===== src/design/cfe_pkg.sv =====
// Shared definitions for the CRC-32 frame engine: mode codes, CRC constants
// and the byte-wide reflected CRC update function.
// No dependencies.
`timescale 1ns / 1ps

package cfe_pkg;

  typedef logic [1:0] mode_t;

  // Mode codes; the unused code behaves as compute.
  localparam mode_t MODE_COMPUTE = 2'd0;
  localparam mode_t MODE_APPEND  = 2'd1;
  localparam mode_t MODE_VERIFY  = 2'd2;

  localparam logic [31:0] CRC_POLY = 32'hEDB8_8320;
  localparam logic [31:0] CRC_ONES = 32'hFFFF_FFFF;

  // Number of CRC bytes sent after a frame in append mode.
  localparam int unsigned TRAILER_BYTES = 4;

  // Advance a reflected CRC-32 register by one byte (eight shift steps).
  function automatic logic [31:0] crc32_byte(input logic [31:0] crc, input logic [7:0] b);
    logic [31:0] c;
    c = {24'd0, crc[7:0] ^ b};
    for (int k = 0; k < 8; k++) begin
      c = (c >> 1) ^ (c[0] ? CRC_POLY : 32'd0);
    end
    return c ^ (crc >> 8);
  endfunction

endpackage


===== src/design/crc32_frame_engine_top.sv =====
// CRC-32 frame engine: one input byte per word, CRC compute, append and verify modes.
// Depends on cfe_pkg.
`timescale 1ns / 1ps

// The engine takes one frame byte per input word, with frame_last on the final
// byte, and keeps a reflected CRC-32 (polynomial 0xEDB88320, init and final XOR
// all ones). Mode (cfg_data, written with cfg_we while idle) selects compute (one
// result word carrying the CRC at frame end), append (every byte is passed
// through, then four CRC bytes follow, most significant first) or verify (the
// last four bytes are taken as a big-endian CRC and one result word reports the
// match; frames under four bytes fail). Throughput is one byte per clock while
// the output is not stalled and no trailer drains: the byte-wide CRC update sits
// between the input register and the result register. In append mode the input
// stalls at a frame end while the four CRC trailer bytes drain from the result register.
module crc32_frame_engine_top
  import cfe_pkg::*;
(
  input  logic        clk,
  input  logic        rst,
  input  logic        cfg_we,
  input  logic [1:0]  cfg_data,
  input  logic        in_valid,
  output logic        in_ready,
  input  logic [7:0]  in_byte,
  input  logic        frame_last,
  output logic        out_valid,
  input  logic        out_ready,
  output logic [7:0]  out_byte,
  output logic [31:0] crc_value,
  output logic        verify_ok,
  output logic        run_last
);

  // Mode register.
  mode_t mode;

  // Input register stage.
  logic       s1_valid;
  logic [7:0] s1_byte;
  logic       s1_last;

  // Frame state.
  logic [31:0] crc_reg;
  logic [7:0]  win [4];
  logic [2:0]  bytes_seen;

  // Append trailer: CRC held and count of bytes still to send.
  logic [31:0] pend_crc;
  logic [2:0]  pend_cnt;

  // Next values and the result formed from the word in the input register.
  logic [31:0] crc_next;
  logic [7:0]  win_next [4];
  logic [2:0]  bytes_seen_next;
  logic [31:0] final_crc;
  logic [31:0] trail_crc;
  logic        res_has;
  logic [7:0]  res_byte;
  logic [31:0] res_crc;
  logic        res_ok;
  logic        res_last;
  logic        pend_load;
  logic [7:0]  trailer_byte;

  logic out_free;
  logic s1_go;

  assign out_free = !out_valid || out_ready;
  assign s1_go    = s1_valid && (pend_cnt == 3'd0) && out_free;
  assign in_ready = !s1_valid || s1_go;

  // Mode register write.
  always_ff @(posedge clk) begin
    if (rst) begin
      mode <= MODE_COMPUTE;
    end else if (cfg_we) begin
      mode <= cfg_data;
    end
  end

  // Input register control.
  always_ff @(posedge clk) begin
    if (rst) begin
      s1_valid <= 1'b0;
    end else if (in_valid && in_ready) begin
      s1_valid <= 1'b1;
    end else if (s1_go) begin
      s1_valid <= 1'b0;
    end
  end

  // Input register payload.
  always_ff @(posedge clk) begin
    if (in_valid && in_ready) begin
      s1_byte <= in_byte;
      s1_last <= frame_last;
    end
  end

  // Per-byte processing for the three modes.
  always_comb begin
    crc_next        = crc_reg;
    win_next        = win;
    bytes_seen_next = bytes_seen;
    final_crc       = 32'd0;
    trail_crc       = 32'd0;
    res_has         = 1'b0;
    res_byte        = 8'd0;
    res_crc         = 32'd0;
    res_ok          = 1'b0;
    res_last        = 1'b1;
    pend_load       = 1'b0;
    unique case (mode)
      MODE_APPEND: begin
        crc_next  = crc32_byte(crc_reg, s1_byte);
        final_crc = crc_next ^ CRC_ONES;
        res_has   = 1'b1;
        res_byte  = s1_byte;
        res_last  = !s1_last;
        pend_load = s1_last;
      end
      MODE_VERIFY: begin
        if (bytes_seen == 3'd4) begin
          // Oldest held byte leaves the window and enters the CRC.
          crc_next    = crc32_byte(crc_reg, win[0]);
          win_next[0] = win[1];
          win_next[1] = win[2];
          win_next[2] = win[3];
          win_next[3] = s1_byte;
        end else begin
          win_next[bytes_seen[1:0]] = s1_byte;
          bytes_seen_next           = bytes_seen + 3'd1;
        end
        final_crc = crc_next ^ CRC_ONES;
        trail_crc = {win_next[0], win_next[1], win_next[2], win_next[3]};
        res_has   = s1_last;
        if (bytes_seen_next == 3'd4) begin
          res_crc = final_crc;
          res_ok  = (final_crc == trail_crc);
        end
      end
      default: begin
        crc_next  = crc32_byte(crc_reg, s1_byte);
        final_crc = crc_next ^ CRC_ONES;
        res_has   = s1_last;
        res_crc   = final_crc;
      end
    endcase
  end

  // Frame state update; a frame end returns the CRC and count to reset values.
  always_ff @(posedge clk) begin
    if (rst) begin
      crc_reg    <= CRC_ONES;
      bytes_seen <= 3'd0;
    end else if (s1_go) begin
      if (s1_last) begin
        crc_reg    <= CRC_ONES;
        bytes_seen <= 3'd0;
      end else begin
        crc_reg    <= crc_next;
        bytes_seen <= bytes_seen_next;
      end
    end
  end

  // Window contents are only read once all four entries have been written.
  always_ff @(posedge clk) begin
    if (s1_go) begin
      win <= win_next;
    end
  end

  // Trailer byte selection, most significant byte first.
  always_comb begin
    unique case (pend_cnt)
      3'd4:    trailer_byte = pend_crc[31:24];
      3'd3:    trailer_byte = pend_crc[23:16];
      3'd2:    trailer_byte = pend_crc[15:8];
      default: trailer_byte = pend_crc[7:0];
    endcase
  end

  // Result register control and trailer counter.
  always_ff @(posedge clk) begin
    if (rst) begin
      out_valid <= 1'b0;
      pend_cnt  <= 3'd0;
    end else if (s1_go && res_has) begin
      out_valid <= 1'b1;
      if (pend_load) begin
        pend_cnt <= 3'(TRAILER_BYTES);
      end
    end else if (pend_cnt != 3'd0 && out_free) begin
      out_valid <= 1'b1;
      pend_cnt  <= pend_cnt - 3'd1;
    end else if (out_ready) begin
      out_valid <= 1'b0;
    end
  end

  // Result register payload.
  always_ff @(posedge clk) begin
    if (s1_go && res_has) begin
      out_byte  <= res_byte;
      crc_value <= res_crc;
      verify_ok <= res_ok;
      run_last  <= res_last;
      if (pend_load) begin
        pend_crc <= final_crc;
      end
    end else if (pend_cnt != 3'd0 && out_free) begin
      out_byte  <= trailer_byte;
      crc_value <= pend_crc;
      verify_ok <= 1'b0;
      run_last  <= (pend_cnt == 3'd1);
    end
  end

  // The input register never advances while a trailer is draining.
  a_no_advance_in_trailer: assert property (@(posedge clk) disable iff (rst)
    (pend_cnt != 3'd0) |-> !s1_go)
    else $error("input word processed during CRC trailer");

  // Counters stay in range.
  a_counts_in_range: assert property (@(posedge clk) disable iff (rst)
    (pend_cnt <= 3'd4) && (bytes_seen <= 3'd4))
    else $error("trailer or byte count out of range");

  // A frame end leaves the CRC and byte count at their reset values.
  a_frame_end_clears: assert property (@(posedge clk) disable iff (rst)
    (s1_go && s1_last) |=> (crc_reg == CRC_ONES) && (bytes_seen == 3'd0))
    else $error("frame state not cleared after frame end");

  // A taken result with nothing to follow empties the result register.
  a_out_drains: assert property (@(posedge clk) disable iff (rst)
    (out_valid && out_ready && pend_cnt == 3'd0 && !s1_go) |=> !out_valid)
    else $error("result register holds a word already taken");

  // The final trailer byte carries run_last.
  a_trailer_last: assert property (@(posedge clk) disable iff (rst)
    (pend_cnt == 3'd1 && out_free) |=> out_valid && run_last)
    else $error("last trailer byte without run_last");

endmodule

===== config.mk =====
export PLATFORM = sky130hd
export DESIGN_NAME = crc32_frame_engine_top
export DESIGN_NICKNAME = d
export VERILOG_FILES = /design/src/design/cfe_pkg.sv /design/src/design/crc32_frame_engine_top.sv
export SDC_FILE = /design/constraint.sdc
export NUM_CORES = 1
export LEC_CHECK = 0
export BUFFER_PORTS_ARGS = -buffer_cell sky130_fd_sc_hd__buf_2
export CAP_MARGIN = 20
export CORE_ASPECT_RATIO = 1.4
export CORE_MARGIN = 3
export CORE_UTILIZATION = 62
export CTS_CLUSTER_SIZE = 20
export DETAILED_ROUTE_END_ITERATION = 8
export GPL_TIMING_DRIVEN = 0
export PLACE_DENSITY = 0.81
export SYNTH_ARGS = -nofsm -noshare
export SYNTH_HDL_FRONTEND = slang
export SYNTH_SLANG_ARGS = --single-unit

===== constraint.sdc =====
create_clock -name clk -period 5.8 [get_ports clk]
set_clock_uncertainty 0.15 [all_clocks]
set_input_delay 1.16 -clock clk [delete_from_list [all_inputs] [get_ports clk]]
set_output_delay 1.16 -clock clk [all_outputs]
set_load 0.005 [all_outputs]

==> summary.md <==
| Metric | Value |
|---|---|
| Met1 Resource Use GR | `43.57%` |
| Worst setup path end | `verify_ok` |
| Max IR drop VDD | `0.4552 mV` |
| Switch share | `41.74%` |
| Synth top area cells | `edfxtp_1 (35%), dfxtp_1 (8.6%), xnor2_1 (7.6%)` |
| Leak Pwr | `4.199 nW` |
| Max-cap violations | `0` |
| Antenna-violating nets left | `0` |
| Initial Utilization | `64.27%` |
| RSZ-0062 raised after global routing | `false` |
| Pin count of the biggest net entering global routing | `36` |
| Area leader, netlist | `edfxtp_1` |
| Root Buffer Master | `clkbuf_16` |
| Register area share after synthesis | `43.81%` |
| Total track usage | `36.14%` |
| Number of detailed-route iterations in the first pass | `5` |
| CP Capture Type | `register` |
| Die Ht | `154.8 µm` |
| DRT iter0 DRCs | `893` |
| Cts repair resizes | `0` |
| Share of cells above drive strength 1 | `15.20%` |
| Port Buffers | `59` |
| Post-synthesis cell count | `933` |
| M3 GR Usage | `4.892%` |
| Htree depth | `4` |
| Most common cell after layout, fill and taps aside | `edfxtp_1` |
| Worst r2r src | `bytes_seen[0]` |
| Post-synth EDFFs | `115` |
| Flop pwr share | `27.7%` |
| Worst-Margin Slew | `1.193 ns` |
| Clk sinks | `157` |
| M2 GR Usage | `61.21%` |
| CP startpoint kind | `register` |
| CTS tree | `done` |
| Post-synthesis net count | `960` |
| Sum Neg Setup Slack | `0 ns` |
| Busiest layer in global routing | `met2` |
| R2R Setup Slk | `1.34 ns` |
| Final Core Density | `72.29%` |
| ANT cells | `0` |
| Crit-path max FO | `10` |
| Post-synth ARST share | `0%` |
| Clk pwr share | `18.7%` |
| WL/cell | `25.59 µm` |
| DRT Wirelength | `31170 µm` |
| Internal | `3.803 mW` |
| Achievable Freq | `224.2 MHz` |
| Share of the synthesized area in the top cell type | `35.23%` |
| Final hold vios | `0` |
| Crit path arrival time | `4.58 ns` |
| Deepest clock path buffer count | `2` |
| Relative slew margins | `19.86%` |
| Worst-Skew Late Latency | `0.43 ns` |
| Clock transition at path regs | `0.07 ns` |
| R2R depth | `11` |
| Area grow syn2layout | `12.48%` |
| Critical path class | `register to register` |
| First-pass GRT wire length | `46590 µm` |
| Vias in the first global route | `7664` |
| Row Count | `53` |
| Ports | `60` |
| YS warnings | `0` |
| Hold_buf cts | `0` |
| Setup bufs post-CTS | `0` |
| NumNets Final | `1040` |
| Grt total ovfl | `0` |
| Total power | `6.527 mW` |
| Fraction of the cycle the final worst path needs | `76.91%` |
| Max Slew Vio Count | `0` |
| Most used DFF post-synth | `edfxtp_1` |
| Via count | `7771` |
| P_sw | `2.724 mW` |
| Comb power frac | `53.6%` |
| Chip Width | `112.3 µm` |
| Beginning of the critical path | `bytes_seen[0]` |
| Via density | `6.380` |
| Residual DRC count | `0` |
| Die ar. | `17380 µm²` |
| Final Critical Period | `4.461 ns` |
| Synth Cell Area | `9802 µm²` |
| Routability congestion estimate from global placement | `1.011` |
| Synthesis-stage register bit count | `157` |
| Core area | `15250 µm²` |
| Unique masters post-synth | `60` |
| Syn Area/Cell | `10.51 µm²` |
| Hold Crit Class | `register to register` |
| Most frequent cells in the layout | `edfxtp_1 (115), nand2_1 (98), xnor2_1 (85)` |
| Reg-to-reg critical path endpoint | `verify_ok` |
| Status | `finished, final reports clean` |
| Cts bufs inserted | `17` |
| Setup-failing EPs final | `0` |
| Antenna violations before repair | `0` |
| Detailed placement HPWL | `24320 µm` |
| Power per cell area | `592.0 nW/µm²` |
| CP required | `5.92 ns` |
-- cell families after synthesis --
family	share of synthesized area, %
XOR/XNOR	19.70
AND/OR/NAND/NOR	9.433
multiplexers	6.944
AO/OA/AOI/OAI	14.87
flip-flops	43.81
buffers and inverters	3.842
adder cells (fa/ha/maj)	1.404
-- how the worst min path moves through the flow --
stage	cells past startpoint	slack (ns)	to	from
after floorplan	2	0.31	crc_reg[12]	crc_reg[12]
after global placement	2	0.35	crc_reg[12]	crc_reg[12]
after detailed placement	2	0.36	bytes_seen[1]	bytes_seen[1]
after CTS	2	0.38	crc_reg[12]	crc_reg[12]
after global routing	2	0.40	crc_reg[12]	crc_reg[12]
final	2	0.37	bytes_seen[1]	bytes_seen[1]
-- per-layer routing --
metal	up-vias	wire, µm
met1	3682	11410
met3	127	2400
li1	3512	-
met5	-	0
met2	450	15280
met4	0	2089
-- power groups by stage --
| stage | Combinational [mW] | Sequential (mW) | Clock [mW] |
|---|---|---|---|
| after floorplan | 2.45 | 1.83 | 0 |
| after global placement | 3.32 | 1.84 | 0 |
| after detailed placement | 3.39 | 1.82 | 0 |
| after CTS | 3.42 | 1.80 | 1.21 |
| after global routing | 3.70 | 1.83 | 1.26 |
| final | 3.50 | 1.81 | 1.22 |
-- critical path, cell delays in order (launching register included) --
cell and delay, ns:
dfxtp_1 0.37, inv_1 0.13, ha_1 0.43, and2_1 0.19
clkbuf_1 0.26, buf_2 0.37, clkbuf_1 0.76, mux2i_1 0.54
xnor2_1 0.20, nand4_1 0.11, nor4_1 0.43, and4b_1 0.35
-- synth_stat cells, drive strengths merged (4+ instances only) --
cell	n
a21oi	45
a221oi	27
a22o	9
and2	5
buf	14
clkbuf	55
dfxtp	42
edfxtp	115
ha	11
inv	27
mux2	24
mux2i	41
nand2	98
nor2	83
nor2b	8
nor3	14
o211ai	32
o21a	9
o21ai	61
o22ai	6
o311ai	4
xnor2	101
xnor3	13
xor2	45
xor3	5
-- cell type report --
| type | count | area (µm²) |
|---|---|---|
| clock buffers | 18 | 429.2 |
| inverters | 27 | 101.3 |
| well taps | 192 | 240.2 |
| plain buffers | 69 | 275.3 |
| multi-input cells | 680 | 5144 |
| repair buffers | 61 | 342.8 |
| flip-flops and latches | 157 | 4294 |
| fillers | 1124 | 4227 |
| clock inverters | 14 | 198.9 |
-- metrics by stage --
step	cells	worst slack [ns]	cell area [µm²]	hold slack, ns
after detailed placement	1186	1.591	10400	0.3640
after CTS	1218	1.554	11030	0.3767
after global routing	1218	1.274	11030	0.4025
final	1218	1.339	11030	0.3724
after floorplan	933	0.9346	9802	0.3149
after global placement	1184	0.08302	10340	0.3539
(Power assumes the default switching activity.)
